<file path="src/rtl/mtf_pkg.sv">
// shared types and codes for the move-to-front list
// no dependencies

package mtf_pkg;

   // item opcodes
   localparam logic OP_INSERT = 1'b0;
   localparam logic OP_SEARCH = 1'b1;

   // result status codes
   typedef enum logic [1:0] {
      ST_OK        = 2'd0,
      ST_NOT_FOUND = 2'd1,
      ST_BAD_POS   = 2'd2,
      ST_FULL      = 2'd3
   } status_type;

   // sequencer states
   typedef enum logic [2:0] {
      S_IDLE,
      S_SCAN,
      S_SHIFT,
      S_FILL,
      S_DONE
   } state_type;

   // field widths fixed by the interface
   localparam int unsigned POS_W = 7;
   localparam int unsigned VAL_W = 32;

endpackage

</file>
<file path="src/rtl/move_to_front_list.sv">
// move-to-front list: ordered list of signed 32-bit values held in one memory
// depends on mtf_pkg

// The list lives in a single DEPTH x 32 synchronous memory (one write port,
// one read port, registered read). One item is worked at a time. An insert
// at position p into a list of n entries, p up to n, moves the n - p + 1
// entries from p to n back one place by a read/write pipeline that moves
// one entry per cycle, then the new value is written and the result is
// loaded. An append at position n + 1 moves nothing. A search that hits at
// position k reads and compares up to it, moves the k - 1 entries ahead of
// it back one place, writes the key at the front and loads the result; a
// hit at the front moves nothing and a miss reads every entry. Bad
// positions, full-list inserts and searches of an empty list go straight
// to the result. The result sits in an output register, so the next item
// is accepted while it waits; a finished item whose result finds that
// register still held waits for it to drain.
// entry_count is the number of entries after the item, low 7 bits.
module move_to_front_list #(
   parameter int unsigned DEPTH = 64
) (
   input  logic                        clock,
   input  logic                        reset,
   input  logic                        req_valid,
   output logic                        req_ready,
   input  logic                        req_opcode,
   input  logic [mtf_pkg::POS_W-1:0]   req_position,
   input  logic signed [mtf_pkg::VAL_W-1:0] req_value,
   output logic                        rsp_valid,
   input  logic                        rsp_ready,
   output logic [mtf_pkg::POS_W-1:0]   rsp_found_position,
   output logic [1:0]                  rsp_status,
   output logic [mtf_pkg::POS_W-1:0]   rsp_entry_count
);
   import mtf_pkg::*;

   localparam int unsigned AW = (DEPTH > 1) ? $clog2(DEPTH) : 1;
   localparam int unsigned CW = $clog2(DEPTH + 1);
   localparam int unsigned XW = (CW + 1 > POS_W) ? CW + 1 : POS_W;

   // entry memory
   logic [VAL_W-1:0] mem [DEPTH];
   logic [VAL_W-1:0] rd_data_ff;
   logic             rd_en;
   logic [AW-1:0]    rd_addr;
   logic             wr_en;
   logic [AW-1:0]    wr_addr;
   logic [VAL_W-1:0] wr_data;

   // control state
   state_type state_ff, state_in;
   logic [CW-1:0] count_ff, count_in;
   logic rsp_valid_ff, rsp_valid_in;
   logic chk_valid_ff, chk_valid_in;
   logic pend_ff, pend_in;
   logic issuing_ff, issuing_in;

   // item and working payload
   logic             op_ff, op_in;
   logic [VAL_W-1:0] key_ff, key_in;
   logic [AW-1:0]    lo_ff, lo_in;
   logic [AW-1:0]    src_ff, src_in;
   logic [AW-1:0]    dest_ff, dest_in;
   logic [CW-1:0]    rd_idx_ff, rd_idx_in;
   logic [AW-1:0]    chk_idx_ff, chk_idx_in;
   logic [POS_W-1:0] res_found_ff, res_found_in;
   status_type       res_status_ff, res_status_in;
   logic [POS_W-1:0] rsp_found_ff, rsp_found_in;
   status_type       rsp_status_ff, rsp_status_in;
   logic [POS_W-1:0] rsp_count_ff, rsp_count_in;

   logic          accept;
   logic [XW-1:0] pos_x;
   logic [XW-1:0] lim_x;
   logic          hit;
   logic          last_chk;

   assign accept    = req_valid && req_ready;
   assign req_ready = (state_ff == S_IDLE);
   assign pos_x     = XW'(req_position);
   assign lim_x     = XW'(count_ff) + XW'(1);
   assign hit       = chk_valid_ff && (rd_data_ff == key_ff);
   assign last_chk  = (CW'(chk_idx_ff) == count_ff - CW'(1));

   assign rsp_valid          = rsp_valid_ff;
   assign rsp_found_position = rsp_found_ff;
   assign rsp_status         = rsp_status_ff;
   assign rsp_entry_count    = rsp_count_ff;

   // memory: one write, one registered read per cycle
   always_ff @(posedge clock) begin
      if (wr_en) begin
         mem[wr_addr] <= wr_data;
      end
      if (rd_en) begin
         rd_data_ff <= mem[rd_addr];
      end
   end

   // control registers
   always_ff @(posedge clock) begin
      if (reset) begin
         state_ff     <= S_IDLE;
         count_ff     <= '0;
         rsp_valid_ff <= 1'b0;
         chk_valid_ff <= 1'b0;
         pend_ff      <= 1'b0;
         issuing_ff   <= 1'b0;
      end else begin
         state_ff     <= state_in;
         count_ff     <= count_in;
         rsp_valid_ff <= rsp_valid_in;
         chk_valid_ff <= chk_valid_in;
         pend_ff      <= pend_in;
         issuing_ff   <= issuing_in;
      end
   end

   // payload registers
   always_ff @(posedge clock) begin
      op_ff         <= op_in;
      key_ff        <= key_in;
      lo_ff         <= lo_in;
      src_ff        <= src_in;
      dest_ff       <= dest_in;
      rd_idx_ff     <= rd_idx_in;
      chk_idx_ff    <= chk_idx_in;
      res_found_ff  <= res_found_in;
      res_status_ff <= res_status_in;
      rsp_found_ff  <= rsp_found_in;
      rsp_status_ff <= rsp_status_in;
      rsp_count_ff  <= rsp_count_in;
   end

   // sequencer: next state, memory control, result
   always_comb begin
      state_in      = state_ff;
      count_in      = count_ff;
      rsp_valid_in  = rsp_valid_ff;
      chk_valid_in  = chk_valid_ff;
      pend_in       = pend_ff;
      issuing_in    = issuing_ff;
      op_in         = op_ff;
      key_in        = key_ff;
      lo_in         = lo_ff;
      src_in        = src_ff;
      dest_in       = dest_ff;
      rd_idx_in     = rd_idx_ff;
      chk_idx_in    = chk_idx_ff;
      res_found_in  = res_found_ff;
      res_status_in = res_status_ff;
      rsp_found_in  = rsp_found_ff;
      rsp_status_in = rsp_status_ff;
      rsp_count_in  = rsp_count_ff;
      rd_en         = 1'b0;
      rd_addr       = src_ff;
      wr_en         = 1'b0;
      wr_addr       = dest_ff;
      wr_data       = rd_data_ff;

      // result register drains independently
      if (rsp_valid_ff && rsp_ready) begin
         rsp_valid_in = 1'b0;
      end

      unique case (state_ff)
         S_IDLE: begin
            if (accept) begin
               op_in        = req_opcode;
               key_in       = req_value;
               res_found_in = '0;
               if (req_opcode == OP_INSERT) begin
                  lo_in = AW'(pos_x - XW'(1));
                  if (req_position == '0 || pos_x > lim_x) begin
                     res_status_in = ST_BAD_POS;
                     state_in      = S_DONE;
                  end else if (count_ff >= CW'(DEPTH)) begin
                     res_status_in = ST_FULL;
                     state_in      = S_DONE;
                  end else if (pos_x == lim_x) begin
                     // append at the tail: nothing to move
                     res_status_in = ST_OK;
                     state_in      = S_FILL;
                  end else begin
                     res_status_in = ST_OK;
                     src_in        = AW'(count_ff - CW'(1));
                     issuing_in    = 1'b1;
                     pend_in       = 1'b0;
                     state_in      = S_SHIFT;
                  end
               end else begin
                  lo_in = '0;
                  if (count_ff == '0) begin
                     res_status_in = ST_NOT_FOUND;
                     state_in      = S_DONE;
                  end else begin
                     rd_idx_in    = '0;
                     chk_valid_in = 1'b0;
                     state_in     = S_SCAN;
                  end
               end
            end
         end

         S_SCAN: begin
            // compare the entry read last cycle, keep reading ahead
            if (hit) begin
               res_found_in  = POS_W'(CW'(chk_idx_ff) + CW'(1));
               res_status_in = ST_OK;
               chk_valid_in  = 1'b0;
               if (chk_idx_ff == '0) begin
                  state_in = S_FILL;
               end else begin
                  src_in     = chk_idx_ff - AW'(1);
                  issuing_in = 1'b1;
                  pend_in    = 1'b0;
                  state_in   = S_SHIFT;
               end
            end else if (chk_valid_ff && last_chk) begin
               res_status_in = ST_NOT_FOUND;
               chk_valid_in  = 1'b0;
               state_in      = S_DONE;
            end else begin
               rd_addr      = rd_idx_ff[AW-1:0];
               rd_en        = (rd_idx_ff < count_ff);
               chk_valid_in = rd_en;
               chk_idx_in   = rd_idx_ff[AW-1:0];
               rd_idx_in    = rd_idx_ff + CW'(1);
            end
         end

         S_SHIFT: begin
            // write back the entry read last cycle one place later
            wr_en = pend_ff;
            if (issuing_ff) begin
               rd_addr = src_ff;
               rd_en   = 1'b1;
               pend_in = 1'b1;
               dest_in = src_ff + AW'(1);
               if (src_ff == lo_ff) begin
                  issuing_in = 1'b0;
               end else begin
                  src_in = src_ff - AW'(1);
               end
            end else begin
               pend_in = 1'b0;
               if (!pend_ff) begin
                  state_in = S_FILL;
               end
            end
         end

         S_FILL: begin
            // new value or found key goes into the gap
            wr_en   = 1'b1;
            wr_addr = lo_ff;
            wr_data = key_ff;
            if (op_ff == OP_INSERT) begin
               count_in = count_ff + CW'(1);
            end
            state_in = S_DONE;
         end

         S_DONE: begin
            if (!rsp_valid_ff || rsp_ready) begin
               rsp_valid_in  = 1'b1;
               rsp_found_in  = res_found_ff;
               rsp_status_in = res_status_ff;
               rsp_count_in  = POS_W'(count_ff);
               state_in      = S_IDLE;
            end
         end

         default: begin
            state_in = S_IDLE;
         end
      endcase
   end

endmodule

</file>
<file path="config.mk">
export PLATFORM = sky130hd
export DESIGN_NAME = move_to_front_list
export DESIGN_NICKNAME = d
export VERILOG_FILES = /design/src/rtl/mtf_pkg.sv /design/src/rtl/move_to_front_list.sv
export SDC_FILE = /design/constraint.sdc
export NUM_CORES = 2
export LEC_CHECK = 0
export ABC_AREA = 1
export ABC_CLOCK_PERIOD_IN_PS = 11550
export BUFFER_PORTS_ARGS = -buffer_cell sky130_fd_sc_hd__buf_2
export CAP_MARGIN = 25
export CORE_UTILIZATION = 60
export CTS_BUF_LIST = sky130_fd_sc_hd__clkbuf_16
export CTS_CLUSTER_SIZE = 16
export DETAILED_ROUTE_END_ITERATION = 8
export PLACE_DENSITY = 0.76
export SYNTH_ARGS = -nofsm -noshare
export SYNTH_HDL_FRONTEND = slang
export SYNTH_SLANG_ARGS = --single-unit
</file>
<file path="constraint.sdc">
create_clock -name clock -period 11.55 [get_ports clock]
set_clock_uncertainty 0.2 [all_clocks]
set_input_delay 2.31 -clock clock [delete_from_list [all_inputs] [get_ports clock]]
set_output_delay 2.31 -clock clock [all_outputs]
set_load 0.02 [all_outputs]
</file>
Yosys cells after proc, flatten, opt, wreduce, memory -nomap -nowiden
Memory sizes are Yosys's and may differ from the RTL's. A register that Yosys moved wholly into a read port is not among the register bits.
Cells that the tools add are included.

word-level totals
  flip-flop bits (word level) = 103
  bits in writable memories = 2048
  input port bits = 44
  output and inout port bits = 18
  logic and storage cells = 162
  memories kept = 1

memories
  name  depth  width  rd ports  clocked after memory_dff  write ports  line                      text
  mem   64     32     1         1                         1            move_to_front_list.sv:41  logic [VAL_W-1:0] mem [DEPTH];

operators by class
  add/sub/neg operators = 9
  magnitude comparators = 3
  eq/ne operators = 26
  multiplexer cells = 77
  bitwise gates (word level) = 3
  reductions and logical operators = 25

operator list
  operator               number
  $mux W6                13
  $mux W7                7
  $eq A32 B32 Y1         1
  $mux W32               1
  $mux W3                10
  $mux W1                29
  $ne A2 B2 Y1 const B   14
  $pmux W7 S2            2
  $pmux W6 S3            1
  $sub A6 B1 Y6 const B  3
  $pmux W3 S5            1
  $add A7 B1 Y7 const B  2
  $logic_not A7 Y1       2
  $mux W2                7
  $reduce_and A10 Y1     1
  $add A7 B1 Y8 const B  1
  $eq A7 B8 Y1           1
  $gt A7 B8 Y1           1
  $reduce_and A2 Y1      4
  $reduce_and A4 Y1      2
  $reduce_and A8 Y1      1
  $add A6 B1 Y7 const B  1
  $eq A6 B7 Y1           1
  $ge A7 B7 Y1 const B   1
  24 further kinds       36

Longest topological paths before layout
  word-level depth = 8
  mapped depth = 24
  mapped depth without buffers = 21

Worst setup path before layout
No wires, ideal clock.

  path kind = input to register
  start = input req_valid
  end = register rd_idx_ff[0], enable pin
  setup time = 0.380 ns
  arrival time = 4.983 ns
  required time = 10.970 ns
  path slack = 5.987 ns
  cell stages on the path = 4
  path buffers = 0
  cell sequence = inv_1 -> nor2_1 -> o21ai_0 -> nor3_1

on the way
  longest elaborated chain between the ends = 3

ends and longest elaborated chain
  element                      line                       text
  start, declared              move_to_front_list.sv:23   input logic req_valid,
  $logic_and A1 B1 Y1          move_to_front_list.sv:77   assign accept = req_valid && req_ready;
  $ne A2 B1 Y1 (no line)       -
  $reduce_and A6 Y1 (no line)  -
  end signal, assigned         move_to_front_list.sv:125  rd_idx_ff <= rd_idx_in;
  end, declared                move_to_front_list.sv:63   logic [CW-1:0] rd_idx_ff, rd_idx_in;

Every way passes these cells.
A chain may end at the register's enable or synchronous reset.

Worst setup path after layout
  start = register chk_valid_ff
  end = register rd_data_ff[30] (read register of mem) (data pin)

on the way
  longest elaborated chain between the ends = 4
  elaborated cells on any way between the ends = 8
  classes of those cells = mux: 6; reduce/logical: 2

ends and longest elaborated chain
  element                                        line                       text
  start, declared                                move_to_front_list.sv:53   logic chk_valid_ff, chk_valid_in;
  start signal, assigned                         move_to_front_list.sv:112  chk_valid_ff <= chk_valid_in;
  $logic_and A1 B1 Y1                            move_to_front_list.sv:218  end else if (chk_valid_ff && last_chk) begin
  $mux W1 / $mux W6 (equally long branches)      move_to_front_list.sv:218
  $mux W1 / $mux W6 (equally long branches)      move_to_front_list.sv:206  if (hit) begin
  $pmux W1 S2 / $mux W6 (equally long branches)  -
  end, declared                                  move_to_front_list.sv:42   logic [VAL_W-1:0] rd_data_ff;

Several ways; a longest one is shown, not always the timed one.

==> metrics.md <==
| Metric | Value |
|---|---|
| First-pass GRT wire length | 397 mm |
| Final cell utilization of the core | 66.8% |
| Global routing met2 resource utilization | 51.9% |
| Max Cap Viol | 0 |
| GRT Util Overall | 33.0% |
| Floorplan die width | 402 um |
| # Post-CTS Setup Buffers | 0 |
| Standard cell with the maximum stage delay on the critical path | sky130_fd_sc_hd__buf_12 |
| Worst slew pin tran | 1190 ps |
| Floorplan core area | 159000 um^2 |
| Synthesized instance count | 9358 |
| Synth Register Bits | 2183 |
| Sequential power share | 51.1% |
| Filler Cell Count | 11.2k |
| Main area contributors after synthesis | sky130_fd_sc_hd__edfxtp_1, sky130_fd_sc_hd__nand3_1, sky130_fd_sc_hd__nand2_1, sky130_fd_sc_hd__inv_1, sky130_fd_sc_hd__buf_2 |
| RSZ-0062 raised after global routing | false |
| Critical path endpoint category | register |
| Antenna violations before repair | 14 |
| Startpoint of the lowest-slack register-to-register path | chk_valid_ff |
| Number of max-slew violations in the final report | 0 |
| End of the critical path | rd_data_ff[30] |
| First-pass detailed-route iteration total | 7 |
| Clock sink total | 2183 |
| Final period demand of the worst path | 6360 ps |
| Post-synth EDFFs | 2169 |
| I/O pin total | 62 |
| Number of buffers on the longest clock path | 3 |
| Wire length per cell after detailed routing | 23.0 um |
| Maximum fanout along the worst path | 160 |
| Final weighted congestion of routability-driven global placement | 0.897 |
| Die area | 162000 um^2 |
| Data required, critical path | 12050 ps |
| Slack of the worst reg-to-reg path | 5190 ps |
| Clock tree from TritonCTS | done |
| Pleak | 45.1 nW |
| Most frequent cells after synthesis | sky130_fd_sc_hd__nand2_1, sky130_fd_sc_hd__edfxtp_1, sky130_fd_sc_hd__nand3_1 |
| DRC violations left | 0 |
| Worst r2r path cells | 17 |
| Logic gate share of total power | 7.9% |
| Worst relative slew slack | 20.4% |
| Clock root buffer | sky130_fd_sc_hd__clkbuf_16 |
| Via count of the first global-routing pass | 65.0k |
| Row cnt | 146 |
| Busiest grt layer | met2 |
| Hold violation count in the final report | 0 |
| Mapped cell area | 96100 um^2 |
| Met1 routing resource usage after global routing | 43.8% |
| Terminus of the critical flop-to-flop path | rd_data_ff[30] |
| Series of cell instances along the critical path | a21boi_0 -> nand2_1 -> nor2_1 -> nand2_1 -> nor2_1 -> nand3_1 -> nand3_4 -> nand2_1 -> o21ai_4 -> buf_12 -> clkinv_8 -> buf_4 -> nand3_1 -> nand3_1 -> nand3_1 -> nand3_1 -> nand2_1 |
| Clock input transition at the sequential cells of the worst setup and hold paths | 60 ps |
| CP startpoint | chk_valid_ff |
| Most frequent cell on the critical path | sky130_fd_sc_hd__nand3_1 |
| Hold buffers post-CTS | 0 |
| Setup violations, final | 0 |
| Detail-routed via count per cell | 5.84 |
| Proportion of layout cells with a drive suffix above 1 | 6.84% |
| Category of the critical setup timing path | register to register |
| Reported net switching power | 0.00399 W |
| Syn_nets | 9424 |
| Max stage delay on crit path | 810 ps |
| Most instantiated library cell after synthesis | sky130_fd_sc_hd__nand2_1 |
| Summed negative setup slack over all endpoints | 0 ps |
| Largest net degree at the start of global routing | 214 |
| Final WL | 267 mm |
| Area grow syn2layout | 10.3% |
| H-tree level count | 4 |
| Power Total | 0.0170 W |
| Remaining antenna violation count after routing | 0 |
| Clock network fraction of design power | 41.0% |
| Type of the tightest min-delay check | register to register |
| Share of synthesized area occupied by flip-flops and latches | 68.1% |
| Initial Utilization | 60.5% |
| Vias | 67.6k |
| Most used DFF post-synth | sky130_fd_sc_hd__edfxtp_1 |
| Startpoint type of the worst setup path | register |
| Worst path arrival time | 6860 ps |
| DRC marker count from the first detailed-route iteration | 10.3k |
| Number of cells upsized or downsized after cts | 0 |
| Yosys top cell by area | sky130_fd_sc_hd__edfxtp_1 |
| Post-Syn Area per Cell | 10.3 um^2 |
| Count of port buffers added during placement | 61 |
| Number of buffers created by CTS | 213 |
| GRT overflow | 0 |
| Fraction of synthesis flops using an asynchronous set or reset pin | 0% |
| Vertical die dimension | 402 um |
| Count of different cell masters after synthesis | 40 |
| IR Drop Worst-Case VDD | 168 uV |
| Share of the cycle needed by the critical path after routing | 55.0% |
| Area fraction of the dominant cell type after synthesis | 67.8% |
| Number of nets in the final layout | 9394 |
| Share of total power consumed by net switching | 23.4% |
| Result of the run | complete, no violations |
| Power density over the cells | 161 nW/um^2 |
| Met3 track demand over resource | 6.97% |
| Internal power | 0.0130 W |
| HPWL Detailed | 139 mm |
| Upper clock frequency limit | 157 MHz |
| Number of synthesis warnings | 0 |
| Worst-Skew Late Latency | 860 ps |
## power by group through the flow
stage	logic [W]	clock network (W)	registers [W]
floorplan	0.000884	0	0.00888
global placement	0.00127	0	0.00888
detailed placement	0.00130	0	0.00888
CTS	0.00131	0.00699	0.00871
global route	0.00144	0.00728	0.00871
finish	0.00135	0.00698	0.00871
## kinds of logic after synthesis
| group | Yosys count | share of synthesized area, % |
|---|---|---|
| compound gates | 117 | 0.670 |
| xor+xnor | 30 | 0.273 |
| buf+inv | 2478 | 10.3 |
| simple gates | 4528 | 20.4 |
| flops | 2183 | 68.1 |
| fa+ha+maj | 22 | 0.286 |
## registers in the layout, indices dropped and copies added (netlist names)
signal	flops
count_ff	7
res_status_ff	2
mem	2048
src_ff	6
rsp_entry_count	7
op_ff	1
lo_ff	6
rd_data_ff	32
res_found_ff	7
pend_ff	1
state_ff	3
issuing_ff	1
rd_idx_ff	7
chk_valid_ff	1
rsp_status	2
key_ff	32
rsp_found_position	7
rsp_valid	1
chk_idx_ff	6
dest_ff	6
## layout by cell type (no fill, tap or decap), types with 4 or more instances in the layout
cell	count
sky130_fd_sc_hd__xnor2_1	14
sky130_fd_sc_hd__buf_4	141
sky130_fd_sc_hd__nand4_1	7
sky130_fd_sc_hd__a21oi_1	32
sky130_fd_sc_hd__inv_6	6
sky130_fd_sc_hd__o211ai_1	4
sky130_fd_sc_hd__o21ai_4	25
sky130_fd_sc_hd__or2_2	9
sky130_fd_sc_hd__nor2_4	66
sky130_fd_sc_hd__nand2_1	2311
sky130_fd_sc_hd__inv_1	2055
sky130_fd_sc_hd__clkinv_1	47
sky130_fd_sc_hd__nor2_1	68
sky130_fd_sc_hd__clkinv_2	38
sky130_fd_sc_hd__dfxtp_1	14
sky130_fd_sc_hd__buf_2	62
sky130_fd_sc_hd__nand2_2	15
sky130_fd_sc_hd__clkinvlp_4	6
sky130_fd_sc_hd__bufinv_16	28
sky130_fd_sc_hd__xor2_1	16
sky130_fd_sc_hd__o21ai_0	40
sky130_fd_sc_hd__buf_12	15
sky130_fd_sc_hd__ha_1	22
sky130_fd_sc_hd__nor3_1	14
sky130_fd_sc_hd__nand3_1	2025
sky130_fd_sc_hd__clkbuf_16	217
sky130_fd_sc_hd__edfxtp_1	2169
sky130_fd_sc_hd__inv_2	4
## critical path, delay by kind of cell (launching register included)
family | cells | cell delay, ps
flip-flops | 1 | 520
buffers and inverters | 3 | 2230
AND/OR/NAND/NOR | 12 | 2780
AO/OA/AOI/OAI | 2 | 310
## stage by stage
step | setup WS (ps) | std cells | instance area, um^2 | hold slack (ps)
global placement | 5460 | 11200 | 98800 | 207
detailed placement | 5400 | 11200 | 98900 | 206
floorplan | 5990 | 9358 | 96100 | 200
CTS | 5340 | 11600 | 106000 | 229
global route | 5090 | 11600 | 106000 | 234
finish | 5190 | 11600 | 106000 | 226
## routing by layer
metal  vias to the layer above  share of wire, %
met4                        10               5.3
met1                     31900                36
met5                         -             0.025
met2                      4601                46
met3                       889                13
li1                      30200                 -
## area by class of cell
type,count,area [um^2],share of cell area [%]
diodes,3,7.51,0.00708
repair buffers,221,1750,1.65
clock buffers,217,5430,5.12
flip-flops and latches,2183,65400,61.7
well taps,2072,2590,2.45
inverters,2012,7570,7.14
multi-input cells,4697,21700,20.4
clock inverters,178,1560,1.47
## worst min-delay path by stage
stage	from	end	depth (start not counted)
after floorplan	res_found_ff[0]	rsp_found_position[0]	0
after global routing	res_found_ff[6]	rsp_found_position[6]	0
after detailed placement	res_found_ff[0]	rsp_found_position[0]	0
after global placement	res_found_ff[4]	rsp_found_position[4]	0
final	res_found_ff[6]	rsp_found_position[6]	0
after CTS	res_found_ff[6]	rsp_found_position[6]	0
Note: power is estimated with default switching activity, not from simulation.
